**config.mk**
```make
export PLATFORM = sky130hd
export DESIGN_NAME = epoch_seconds_to_calendar
export DESIGN_NICKNAME = d
export VERILOG_FILES = /design/src/rtl/core/esc_pkg.sv /design/src/rtl/core/esc_datapath.sv /design/src/rtl/core/epoch_seconds_to_calendar.sv
export SDC_FILE = /design/constraint.sdc
export NUM_CORES = 1
export LEC_CHECK = 0
export BUFFER_PORTS_ARGS = -buffer_cell sky130_fd_sc_hd__buf_2
export CAP_MARGIN = 20
export CORE_ASPECT_RATIO = 1.25
export CORE_MARGIN = 1.5
export CORE_UTILIZATION = 32
export CTS_CLUSTER_DIAMETER = 100
export DETAILED_ROUTE_END_ITERATION = 6
export PLACE_DENSITY_LB_ADDON = 0.08
export SYNTH_ARGS = -nofsm -noshare
export SYNTH_HDL_FRONTEND = slang
export SYNTH_SLANG_ARGS = --single-unit
```
**constraint.sdc**
```tcl
create_clock -name aclk -period 8.17 [get_ports aclk]
set_input_delay 2.451 -clock aclk [delete_from_list [all_inputs] [get_ports aclk]]
set_output_delay 2.451 -clock aclk [all_outputs]
set_load 0.01 [all_outputs]
```
**src/rtl/core/esc_pkg.sv**
```systemverilog
// Shared types and constants for the epoch seconds to calendar converter.
// Holds the control word layout, the microcode program and the month table.
// No dependencies.
package esc_pkg;

    localparam logic [16:0] SECS_PER_DAY  = 17'd86400;
    localparam logic [16:0] SECS_PER_HOUR = 17'd3600;
    localparam logic [16:0] SECS_PER_MIN  = 17'd60;
    localparam logic [8:0]  DAYS_COMMON   = 9'd365;
    localparam logic [8:0]  DAYS_LEAP     = 9'd366;
    localparam logic [11:0] FIRST_YEAR    = 12'd1970;
    localparam logic [4:0]  FEB_LEAP_DAYS = 5'd29;
    localparam logic [3:0]  LAST_MONTH    = 4'd12;

    // Reciprocals of the odd parts of the divisors: q = (x * RECIP) >> shift, exact over
    // the operand range (day: x = secs >> 7, shift 35; hour: x = rem >> 4, shift 21;
    // minute: x = rem >> 2, shift 14).
    localparam logic [25:0] RECIP_DAY     = 26'd50903317;
    localparam logic [13:0] RECIP_HOUR    = 14'd9321;
    localparam logic [10:0] RECIP_MIN     = 11'd1093;

    typedef enum logic [2:0] {
        OP_NOP,
        OP_LOAD,
        OP_DIV,
        OP_SET_DAY,
        OP_SET_HOUR,
        OP_SET_MIN,
        OP_YEAR,
        OP_MONTH
    } op_t;

    typedef enum logic [1:0] {
        DIV_DAY,
        DIV_HOUR,
        DIV_MIN
    } div_sel_t;

    typedef enum logic [2:0] {
        COND_NEXT,
        COND_JUMP,
        COND_WAIT_IN,
        COND_LOOP_YEAR,
        COND_LOOP_MONTH,
        COND_WAIT_OUT
    } cond_t;

    typedef logic [3:0] step_t;

    localparam step_t STEP_IDLE     = 4'd0;
    localparam step_t STEP_DIV_DAY  = 4'd1;
    localparam step_t STEP_SET_DAY  = 4'd2;
    localparam step_t STEP_DIV_HOUR = 4'd3;
    localparam step_t STEP_SET_HOUR = 4'd4;
    localparam step_t STEP_DIV_MIN  = 4'd5;
    localparam step_t STEP_SET_MIN  = 4'd6;
    localparam step_t STEP_YEAR     = 4'd7;
    localparam step_t STEP_MONTH    = 4'd8;
    localparam step_t STEP_EMIT     = 4'd9;

    typedef struct packed {
        op_t        op;
        div_sel_t   div_sel;
        cond_t      cond;
        step_t      target;
    } ctrl_t;

    typedef struct packed {
        logic year_more;
        logic month_more;
    } status_t;

    typedef struct packed {
        logic [11:0] year;
        logic [3:0]  month;
        logic [4:0]  day;
        logic [4:0]  hour;
        logic [5:0]  minute;
        logic [5:0]  second;
    } result_t;

    // Microcode program: one control word per step.
    function automatic ctrl_t ucode(input step_t step);
        ctrl_t w;
        w = '{op: OP_NOP, div_sel: DIV_DAY, cond: COND_JUMP, target: STEP_IDLE};
        unique case (step)
            STEP_IDLE:     w = '{OP_LOAD,     DIV_DAY,  COND_WAIT_IN,    STEP_IDLE};
            STEP_DIV_DAY:  w = '{OP_DIV,      DIV_DAY,  COND_NEXT,       STEP_IDLE};
            STEP_SET_DAY:  w = '{OP_SET_DAY,  DIV_DAY,  COND_NEXT,       STEP_IDLE};
            STEP_DIV_HOUR: w = '{OP_DIV,      DIV_HOUR, COND_NEXT,       STEP_IDLE};
            STEP_SET_HOUR: w = '{OP_SET_HOUR, DIV_HOUR, COND_NEXT,       STEP_IDLE};
            STEP_DIV_MIN:  w = '{OP_DIV,      DIV_MIN,  COND_NEXT,       STEP_IDLE};
            STEP_SET_MIN:  w = '{OP_SET_MIN,  DIV_MIN,  COND_NEXT,       STEP_IDLE};
            STEP_YEAR:     w = '{OP_YEAR,     DIV_DAY,  COND_LOOP_YEAR,  STEP_YEAR};
            STEP_MONTH:    w = '{OP_MONTH,    DIV_DAY,  COND_LOOP_MONTH, STEP_MONTH};
            STEP_EMIT:     w = '{OP_NOP,      DIV_DAY,  COND_WAIT_OUT,   STEP_IDLE};
            default:       w = '{OP_NOP,      DIV_DAY,  COND_JUMP,       STEP_IDLE};
        endcase
        return w;
    endfunction

    // Days in a month, January is 1.
    function automatic logic [4:0] month_length(input logic [3:0] month, input logic leap);
        logic [4:0] d;
        unique case (month)
            4'd2:                      d = leap ? FEB_LEAP_DAYS : 5'd28;
            4'd4, 4'd6, 4'd9, 4'd11:   d = 5'd30;
            default:                   d = 5'd31;
        endcase
        return d;
    endfunction

endpackage

```
**src/rtl/core/esc_datapath.sv**
```systemverilog
// Datapath of the calendar converter: reciprocal-multiply division by constants, year and month subtraction,
// result registers. Driven one control word per cycle while exec is high; uses esc_pkg.
module esc_datapath
    import esc_pkg::*;
(
    input  logic        aclk,
    input  ctrl_t       ctrl,
    input  logic        exec,
    input  logic [31:0] seconds_count,
    output status_t     status,
    output result_t     result
);

    logic [31:0] num_reg, num_next;
    logic [15:0] quo_reg, quo_next;
    logic [15:0] day_reg, day_next;
    logic [11:0] year_reg, year_next;
    logic [3:0]  month_reg, month_next;
    logic [4:0]  hour_reg, hour_next;
    logic [5:0]  minute_reg, minute_next;
    logic [5:0]  second_reg, second_next;

    logic [50:0] prod_day;
    logic [26:0] prod_hour;
    logic [20:0] prod_min;
    logic [15:0] quo_calc;
    logic [31:0] back;
    logic [31:0] rem_calc;
    logic        leap;
    logic [8:0]  ylen;
    logic [4:0]  mlen;

    // 86400 = 128 * 675, 3600 = 16 * 225, 60 = 4 * 15: drop the power of two,
    // then multiply by the reciprocal of the odd part
    assign prod_day  = {26'd0, num_reg[31:7]} * {25'd0, RECIP_DAY};
    assign prod_hour = {14'd0, num_reg[16:4]} * {13'd0, RECIP_HOUR};
    assign prod_min  = {11'd0, num_reg[11:2]} * {10'd0, RECIP_MIN};

    always_comb begin
        unique case (ctrl.div_sel)
            DIV_DAY: begin
                quo_calc = prod_day[50:35];
                back     = {16'd0, quo_reg} * {15'd0, SECS_PER_DAY};
            end
            DIV_HOUR: begin
                quo_calc = {10'd0, prod_hour[26:21]};
                back     = {16'd0, quo_reg} * {15'd0, SECS_PER_HOUR};
            end
            DIV_MIN: begin
                quo_calc = {9'd0, prod_min[20:14]};
                back     = {16'd0, quo_reg} * {15'd0, SECS_PER_MIN};
            end
            default: begin
                quo_calc = prod_day[50:35];
                back     = {16'd0, quo_reg} * {15'd0, SECS_PER_DAY};
            end
        endcase
    end

    assign rem_calc = num_reg - back;

    assign leap = (year_reg[1:0] == 2'b00);
    assign ylen = leap ? DAYS_LEAP : DAYS_COMMON;
    assign mlen = month_length(month_reg, leap);

    assign status.year_more  = (day_reg > {7'd0, ylen});
    assign status.month_more = (day_reg > {11'd0, mlen}) && (month_reg != LAST_MONTH);

    always_comb begin
        num_next    = num_reg;
        quo_next    = quo_reg;
        day_next    = day_reg;
        year_next   = year_reg;
        month_next  = month_reg;
        hour_next   = hour_reg;
        minute_next = minute_reg;
        second_next = second_reg;
        if (exec) begin
            unique case (ctrl.op)
                OP_NOP: begin
                end
                OP_LOAD: begin
                    num_next = seconds_count;
                end
                OP_DIV: begin
                    quo_next = quo_calc;
                end
                OP_SET_DAY: begin
                    // keep the seconds within the day for the hour split
                    day_next = quo_reg + 16'd1;
                    num_next = rem_calc;
                end
                OP_SET_HOUR: begin
                    hour_next = quo_reg[4:0];
                    num_next  = rem_calc;
                end
                OP_SET_MIN: begin
                    minute_next = quo_reg[5:0];
                    second_next = rem_calc[5:0];
                    year_next   = FIRST_YEAR;
                    month_next  = 4'd1;
                end
                OP_YEAR: begin
                    if (status.year_more) begin
                        day_next  = day_reg - {7'd0, ylen};
                        year_next = year_reg + 12'd1;
                    end
                end
                OP_MONTH: begin
                    if (status.month_more) begin
                        day_next   = day_reg - {11'd0, mlen};
                        month_next = month_reg + 4'd1;
                    end
                end
                default: begin
                end
            endcase
        end
    end

    always_ff @(posedge aclk) begin
        num_reg    <= num_next;
        quo_reg    <= quo_next;
        day_reg    <= day_next;
        year_reg   <= year_next;
        month_reg  <= month_next;
        hour_reg   <= hour_next;
        minute_reg <= minute_next;
        second_reg <= second_next;
    end

    assign result.year   = year_reg;
    assign result.month  = month_reg;
    assign result.day    = day_reg[4:0];
    assign result.hour   = hour_reg;
    assign result.minute = minute_reg;
    assign result.second = second_reg;

endmodule

```
**src/rtl/core/epoch_seconds_to_calendar.sv**
```systemverilog
// Top level: epoch seconds to calendar date and time of day.
// Microcoded sequencer (step counter, program in esc_pkg) over esc_datapath.
//
// channel  dir  handshake          payload
// s_       in   s_tvalid/s_tready  s_tdata[31:0] = seconds_count
// m_       out  m_tvalid/m_tready  m_tdata[39:0] = year,month,day,hour,minute,second
//
// An item is taken in the idle step, then passes through the three reciprocal divisions and their
// remainders, a year step and a month step per whole year or month stripped plus one each, and
// the emit step that hands it off. A new item is taken only once the sequencer is back at idle.
// Reset (aresetn low, synchronous) returns the step counter to idle, drops m_tvalid
// and holds s_tready low.
// The next item is taken while a result waits in the output register; a stalled
// m_tready holds the sequencer at its last step.
module epoch_seconds_to_calendar
    import esc_pkg::*;
(
    input  logic        aclk,
    input  logic        aresetn,
    input  logic        s_tvalid,
    output logic        s_tready,
    input  logic [31:0] s_tdata,   // [31:0] seconds_count
    output logic        m_tvalid,
    input  logic        m_tready,
    output logic [39:0] m_tdata    // [11:0] year, [15:12] month, [20:16] day,
                                   // [25:21] hour, [31:26] minute, [37:32] second
);

    step_t   step_reg, step_next;
    ctrl_t   ctrl;
    status_t status;
    result_t result;
    result_t out_reg, out_next;
    logic    m_tvalid_reg, m_tvalid_next;
    logic    stall;
    logic    exec;
    step_t   step_inc;

    assign ctrl     = ucode(step_reg);
    assign step_inc = step_reg + 4'd1;

    assign stall = ((ctrl.cond == COND_WAIT_IN) && !s_tvalid)
                || ((ctrl.cond == COND_WAIT_OUT) && m_tvalid_reg && !m_tready);
    assign exec  = !stall;

    esc_datapath u_datapath (
        .aclk          (aclk),
        .ctrl          (ctrl),
        .exec          (exec),
        .seconds_count (s_tdata),
        .status        (status),
        .result        (result)
    );

    always_comb begin
        step_next = step_reg;
        if (!stall) begin
            unique case (ctrl.cond)
                COND_NEXT:       step_next = step_inc;
                COND_JUMP:       step_next = ctrl.target;
                COND_WAIT_IN:    step_next = step_inc;
                COND_LOOP_YEAR:  step_next = status.year_more ? ctrl.target : step_inc;
                COND_LOOP_MONTH: step_next = status.month_more ? ctrl.target : step_inc;
                COND_WAIT_OUT:   step_next = ctrl.target;
                default:         step_next = STEP_IDLE;
            endcase
        end
    end

    always_comb begin
        out_next      = out_reg;
        m_tvalid_next = m_tvalid_reg;
        if (m_tready) begin
            m_tvalid_next = 1'b0;
        end
        // hand the finished item to the output register
        if ((ctrl.cond == COND_WAIT_OUT) && exec) begin
            out_next      = result;
            m_tvalid_next = 1'b1;
        end
    end

    always_ff @(posedge aclk) begin
        if (!aresetn) begin
            step_reg     <= STEP_IDLE;
            m_tvalid_reg <= 1'b0;
        end else begin
            step_reg     <= step_next;
            m_tvalid_reg <= m_tvalid_next;
        end
        out_reg <= out_next;
    end

    assign s_tready = aresetn && (ctrl.cond == COND_WAIT_IN);
    assign m_tvalid = m_tvalid_reg;
    assign m_tdata  = {2'b00, out_reg.second, out_reg.minute, out_reg.hour,
                       out_reg.day, out_reg.month, out_reg.year};

    a_accept_starts_div: assert property (@(posedge aclk) disable iff (!aresetn)
        (s_tvalid && s_tready) |=> (step_reg == STEP_DIV_DAY))
        else $error("accepted item did not start the day division");

    a_step_in_program: assert property (@(posedge aclk) disable iff (!aresetn)
        step_reg <= STEP_EMIT)
        else $error("step counter left the program");

    a_result_in_range: assert property (@(posedge aclk) disable iff (!aresetn)
        m_tvalid |-> (out_reg.month >= 4'd1) && (out_reg.month <= LAST_MONTH)
                     && (out_reg.day != 5'd0) && (out_reg.hour < 5'd24)
                     && (out_reg.minute < 6'd60) && (out_reg.second < 6'd60))
        else $error("result field out of range");

    a_emit_needs_room: assert property (@(posedge aclk) disable iff (!aresetn)
        ((step_reg == STEP_EMIT) && m_tvalid && !m_tready) |=> (step_reg == STEP_EMIT))
        else $error("sequencer left the emit step while the output was stalled");

endmodule
```
Word level (Yosys, flattened, before mapping)
Memory sizes are Yosys's and may differ from the RTL's. A register that Yosys moved wholly into a read port is not among the register bits.
Index checks and enable logic that the tools add are counted.

word-level totals
  register bits after elaboration = 140
  ROM bits = 192
  bits of input ports = 36
  output and inout port bits = 42
  logic and storage cells = 103
  memories kept = 1

memories
  name              depth  bits a word  read ports  clocked after Yosys merged registers in  write ports  RTL line       RTL
  (name not given)  16     12           1           1                                        0            esc_pkg.sv:86  unique case (step)

operators by class
  add/subtract/negate cells = 7
  $mul = 6
  order comparisons = 2
  equal/unequal tests = 22
  mux-type cells = 20
  bitwise gates (word level) = 1
  reductions and logical operators = 28

operator list
  operator                count
  $pmux 32 s2             2
  $mul 25x26->51 const B  1
  $pmux 16 s3             1
  $mux 16                 2
  $pmux 16 s2             1
  $sub 32x32->32          1
  $mul 13x14->27 const B  1
  $mul 16x10->25 const B  1
  $mul 16x8->24 const B   1
  $pmux 12 s2             1
  $mul 10x11->21 const B  1
  $mul 16x4->20 const B   1
  $mux 4                  5
  $eq 3x3->1 const B      6
  $add 16x1->16 const B   1
  $gt 16x5->1             1
  $gt 16x9->1             1
  $pmux 4 s4              1
  $sub 16x5->16           1
  $sub 16x9->16           1
  $add 12x1->12 const B   1
  $eq 3x2->1 const B      4
  $mux 12                 1
  $pmux 5 s2              1
  other kinds (25)        48

Depth between registers and ports, before layout
Gate-level depths: netlist of the first run.

  word-level depth = 9
  depth in mapped cells = 30
  depth with buffers taken out = 30

Modules after synthesis
Synthesis of the first run repeated with hierarchy kept, for this count alone.

second synthesis, totals
  cell total of the unflattened synthesis = 2852
  area, all modules = 27480.1 um^2

by module, submodules not included
  module                     instances  cells an instance  area an instance (um^2)
  esc_datapath               1          2702               25311.8
  epoch_seconds_to_calendar  1          150                2168.3

Worst setup path before layout of the first run
OpenSTA, ideal clock, no wires.

  path type = register -> register
  start = register u_datapath.num_reg[12]
  end = register u_datapath.quo_reg[14] (data pin)
  arrival time = 6.311 ns
  data required time = 7.915 ns
  path slack = 1.604 ns
  cell stages (with the launch flop) = 23
  path buffers = 0
  period minus slack after synthesis = 6.566 ns
  path through = edfxtp_1 -> inv_1 -> ha_1 -> inv_1 -> fa_1 -> ha_1 -> inv_1 -> fa_1 -> fa_1 -> fa_1 -> inv_1 -> fa_1 -> ha_1 -> a21o_1 -> a221oi_1 -> o21ai_0 -> a311oi_1 -> o211a_1 -> o31a_1 -> a211oi_1 -> o31ai_1 -> or3b_1 -> and3_1

between the ends
  word-level cells in the longest chain between the ends = 2

ends and longest elaborated chain
  element                   RTL line             RTL
  start: declaration        esc_datapath.sv:14   logic [31:0] num_reg, num_next;
  start signal: assignment  esc_datapath.sv:122  num_reg <= num_next;
  $mul 25x26->51            esc_datapath.sv:35   assign prod_day = {26'd0, num_reg[31:7]} * {25'd0, RECIP_DAY};
  $pmux 16 s2               esc_datapath.sv:40   unique case (ctrl.div_sel)
  end signal: assignment    esc_datapath.sv:123  quo_reg <= quo_next;
  end: declaration          esc_datapath.sv:15   logic [15:0] quo_reg, quo_next;

Every way passes these cells.
A chain may end at the register's enable or synchronous reset.

Final worst setup path of the first run
  start = register u_datapath.quo_reg[10]
  end = register u_datapath.num_reg[31] (data pin)

between the ends
  word-level cells in the longest chain between the ends = 4
  elaborated cells between the ends (all ways) = 6

ends and longest elaborated chain
  element                                      RTL line            RTL
  $mul 16x4->20, or another cell as far along  esc_datapath.sv:51  back = {16'd0, quo_reg} * {15'd0, SECS_PER_MIN};
  $pmux 32 s2 (*)                              esc_datapath.sv:40
  $sub 32x32->32 (*)                           esc_datapath.sv:60  assign rem_calc = num_reg - back;
  $pmux 32 s2 (*)                              esc_datapath.sv:79  unique case (ctrl.op)

Every way passes the cells marked *; elsewhere a longest branch is shown, timed or not.

==> run metrics, run 1 <==
Yosys Warn Count=0; area of the core=82800 um^2; RR Startpoint=u_datapath.quo_reg[10]; setup bufs post-CTS=0; Antenna Cells=0; CTS buffer count=17; post-DR vias/cell=4.92; die width=262 um; fin crit period=7.49 ns; CP max FO=7; Netlist cell types=79; vias in the first global route=21200; FF/Latch Area=4350 um^2; wire length per cell=20.2 um; share of flip-flops with an asynchronous set or reset=0; grt ovf=0; Hold Violations, Final=0; Post-route DRC=9; Layout Skew=0.0214 ns; PostCTS Resize Cnt=0; CP max stage cell=fa_1; # port buffers=75; cells after synthesis=2740; Max Freq=0.133 GHz; number of H-tree levels=4; global-route wire length before repair=125 mm; R2R Setup Slk=0.68 ns; worst setup path end=u_datapath.num_reg[31]; drt total wl=79.3 mm; hpwl dp=68.6 mm; layout cells sized above 1=0.0636; Post-synth top cells=623 x ha_1, 619 x inv_1, 289 x fa_1, 135 x edfxtp_1, 124 x nand2_1; clk_lat worst skew=0.48 ns; area of the multi-input gates=20000 um^2; DIE AREA=85500 um^2; Synth Register Bits=150; Nets=3779; arrival time at the worst endpoint=7.69 ns; Tcrit/Tclk final=0.917; CP required=8.37 ns; height of the die=327 um; global placer's final weighted congestion=0.920; CTS root buf=clkbuf_16; Final Cell Area=29300 um^2; crit start category=register; Worst-path clk slew=0.07 ns; Pre-antenna DRT Iters=7; Initial Util=0.323; RR Endpoint=u_datapath.num_reg[31]; CTS tree=done; top_reg_cell synth=edfxtp_1; hold-fix buffers at CTS=0; post-synthesis cell area=26800 um^2; max-slew violations=0; outcome=finished, violations left; Routed Antenna Nets=0; Largest register FFs=38; Setup TNS=0 ns; CP peak stage delay=0.67 ns; R2R depth=30; IO Count=78; initial antenna violation count=0; setup violators final=0; num rows=118; area share of the largest cell type after synthesis=0.291; max-cap violations=0; RSZ-0062 raised after global routing=no; mean area per synthesized cell=9.78 um^2; worst slew pin tran=1.04 ns; most frequent cell after synthesis=ha_1; total number of vias=19300; Critical path origin=u_datapath.quo_reg[10]; area growth from synthesis to layout=9.43%; largest net degree at the start of global routing=43; HP Class=reg -> reg; Layout fillers=8464; cell taking the most area after synthesis=ha_1; sequential area share after synthesis=0.163; Post-DP Area=28700 um^2; Clock Sinks=150; Total Routing Usage GR=0.194; failing checks=design-rule violations; 1st-iter DRT viols=885; Slew Limit Headroom=0.307; Post-synth EDFFs=135; top cells by area, synth=ha_1 29%, fa_1 22%, edfxtp_1 15%; Worst Setup End Kind=register; critical path class=reg -> reg; Max clock buf depth=2
-- metrics by stage --
step	util	cells	worst slack, ns	hold WS (ns)
after floorplan	-	2741	1.60	0.400
after global placement	0.346	3891	0.670	0.405
after detailed placement	0.346	3891	0.685	0.405
after CTS	0.354	3923	0.667	0.412
after global routing	0.354	3924	0.179	0.421
final	0.354	3924	0.679	0.412
-- metal layers --
metal	global-route usage	vias up	wire length (um)
li1	-	9345	-
met1	0.228	9635	32500
met2	0.371	244	43400
met3	0.0124	65	1420
met4	0.0527	0	1910
met5	0	-	0
-- how the worst min path moves through the flow --
stage | startpoint | to | slack, ns | cells past startpoint
finish | u_datapath.minute_reg[3] | m_tdata[29] | 0.41 | 0
global route | u_datapath.minute_reg[2] | m_tdata[28] | 0.42 | 0
CTS | u_datapath.hour_reg[4] | m_tdata[25] | 0.41 | 0
detailed placement | u_datapath.hour_reg[4] | m_tdata[25] | 0.40 | 0
global placement | u_datapath.second_reg[3] | m_tdata[35] | 0.41 | 0
floorplan | u_datapath.hour_reg[0] | m_tdata[21] | 0.40 | 0
-- final cells by class --
class	count	area share
multi-input combinational	1931	0.682
sequential	150	0.149
inverter	619	0.0793
tap	1080	0.0461
timing repair buffer	112	0.0224
clock buffer	18	0.0146
clock inverter	14	0.00717
-- worst max-delay path: cells and delay by family, from the launching register on --
kind / cells / cell delay, ns
AO/OA/AOI/OAI: 15 / 2.80
XOR/XNOR: 2 / 0.30
adder cells (fa/ha/maj): 6 / 2.41
buffers and inverters: 4 / 0.56
flip-flops: 1 / 0.62
AND/OR/NAND/NOR: 3 / 0.51
-- cells in the final DEF (no fill, tap or decap), types with 7 or more instances in the layout --
master     count
a211o_1        7
a211oi_1       9
a21o_1        50
a21oi_1      115
a221o_1       14
a221oi_1      10
a22oi_1       12
a31o_2         9
a31oi_1       14
and2_1        14
and3_1        26
buf_2         75
buf_4         36
clkbuf_16     17
dfxtp_1       15
edfxtp_1     135
fa_1         289
ha_1         623
inv_1        619
mux2i_1        8
nand2_1      124
nand2b_1      21
nand3_1       33
nand4_1       12
nor2_1       102
nor2b_1       17
nor3_1        31
o211ai_1      10
o21a_1        12
o21ai_0       92
o21bai_1      11
o221ai_1       9
o22ai_1        8
or2_2          7
or3_1          7
xnor2_1       80
xor2_1        54
-- cells by family after synthesis --
kind of cell,Yosys count,synth area share
xor gates and xnor gates,134,0.0438
AOI/OAI and AO/OA,443,0.111
and+or+nand+nor,429,0.0782
muxes,11,0.00425
buffers and inverters,660,0.0932
DFF,150,0.163
adders and majority gates,912,0.507
other,1,0.000140
Power of run 1 is not shown: default switching activity piles up to over one toggle a cycle in this logic, so the estimate is an artifact.
==> run 2: changes to the inputs <==
--- a/config.mk
+++ b/config.mk
@@ -13,6 +13,7 @@
 export CTS_CLUSTER_DIAMETER = 100
 export DETAILED_ROUTE_END_ITERATION = 6
 export PLACE_DENSITY_LB_ADDON = 0.08
+export RECOVER_POWER = 50
 export SYNTH_ARGS = -nofsm -noshare
 export SYNTH_HDL_FRONTEND = slang
 export SYNTH_SLANG_ARGS = --single-unit
==> run metrics, run 2 (synthesized netlist as in run 1, its figures left out) <==
arrival time at the worst endpoint=7.68 ns; 1st-iter DRT viols=902; Routed Antenna Nets=0; Slew Limit Headroom=-0.608; Largest register FFs=38; crit start category=register; Layout Skew=0.0208 ns; global-route wire length before repair=125 mm; CTS root buf=clkbuf_16; IO Count=78; outcome=finished, violations left; Final Cell Area=29200 um^2; RR Startpoint=u_datapath.quo_reg[10]; Antenna Cells=0; setup violators final=0; DIE AREA=85500 um^2; HP Class=reg -> reg; Max Freq=0.134 GHz; # port buffers=75; worst slew pin tran=2.41 ns; R2R depth=30; fin crit period=7.48 ns; RSZ-0062 raised after global routing=no; drt total wl=79.2 mm; Worst Hold Path EP=m_tdata[29]; layout cells sized above 1=0.0464; Total Routing Usage GR=0.194; area of the core=82800 um^2; Nets=3779; crit path buf inv count=4; wire length per cell=20.2 um; hold-fix buffers at CTS=0; Hold Violations, Final=0; CP max FO=7; most frequent cells in the layout=623 x ha_1, 619 x inv_1, 289 x fa_1; Clock Sinks=150; most common cell after layout, fill and taps aside=ha_1; num rows=118; critical path class=reg -> reg; CTS buffer count=17; CP max stage cell=fa_1; worst hold start=u_datapath.minute_reg[3]; initial antenna violation count=0; Setup TNS=0 ns; PostCTS Resize Cnt=0; Post-DP Area=28700 um^2; die width=262 um; R2R Setup Slk=0.69 ns; Initial Util=0.323; CP peak stage delay=0.67 ns; grt ovf=0; CTS tree=done; max-cap violations=1; post-DR vias/cell=4.91; largest net degree at the start of global routing=43; Worst-path clk slew=0.07 ns; Post-route DRC=9; height of the die=327 um; hold depth=0; total number of vias=19300; stages on the worst setup path=30; setup bufs post-CTS=0; fin util=0.353; RR Endpoint=u_datapath.num_reg[31]; Pre-antenna DRT Iters=7; clk_lat worst skew=0.48 ns; Worst Setup End Kind=register; global placer's final weighted congestion=0.920; Tcrit/Tclk final=0.916; max-slew violations=31; failing checks=design-rule violations, max-capacitance violations, max-slew violations; number of H-tree levels=4; area growth from synthesis to layout=9.06%; vias in the first global route=21200; CP top delay family=compound AO/OA/AOI/OAI gates; CP required=8.37 ns; Max clock buf depth=2; hpwl dp=68.6 mm
run 2: cell count changes in the layout (fill, tap and decap cells not counted), moves of 2 or more:
| cell | before | now |
|---|---|---|
| and2_0 | 0 | 3 |
| buf_2 | 75 | 36 |
| nor3_1 | 31 | 33 |
| buf_4 | 36 | 31 |
| clkbuf_1 | 1 | 46 |
| and2_1 | 14 | 11 |
| nor3_2 | 2 | 0 |
run 2: metal layers:
layer  share of wire  wire length, um  global-route usage
met3           0.016             1290              0.0124
met1            0.41            32600               0.228
met2            0.55            43200               0.371
met4           0.026             2030              0.0527
met5               0                0                   0
run 2: metrics by stage:
step / instances / hold slack (ns) / worst slack [ns]
global route: 3924 / 0.421 / 0.179
finish: 3924 / 0.410 / 0.690
CTS: 3923 / 0.412 / 0.667
global placement: 3891 / 0.405 / 0.670
detailed placement: 3891 / 0.405 / 0.685
floorplan: 2741 / 0.400 / 1.60
run 2: how the worst max path moves through the flow:
stage	slack, ns	to	start
2_1_floorplan	1.60	u_datapath.quo_reg[14]	u_datapath.num_reg[12]
3_3_place_gp	0.67	u_datapath.num_reg[31]	u_datapath.quo_reg[10]
3_5_place_dp	0.68	u_datapath.num_reg[31]	u_datapath.quo_reg[10]
4_1_cts	0.67	u_datapath.num_reg[31]	u_datapath.quo_reg[10]
5_1_grt	0.18	u_datapath.num_reg[31]	u_datapath.quo_reg[10]
6_report	0.69	u_datapath.num_reg[31]	u_datapath.quo_reg[10]
run 2: layout make-up:
type,count,area [um^2]
Multi-Input combinational cell,1931,20000
Clock buffer,18,429
Sequential cell,150,4350
Clock inverter,14,210
Tap cell,1080,1350
Inverter,619,2320
Fill cell,8492,53600
Timing Repair Buffer,112,582
Power of run 2 is left out for the same reason.
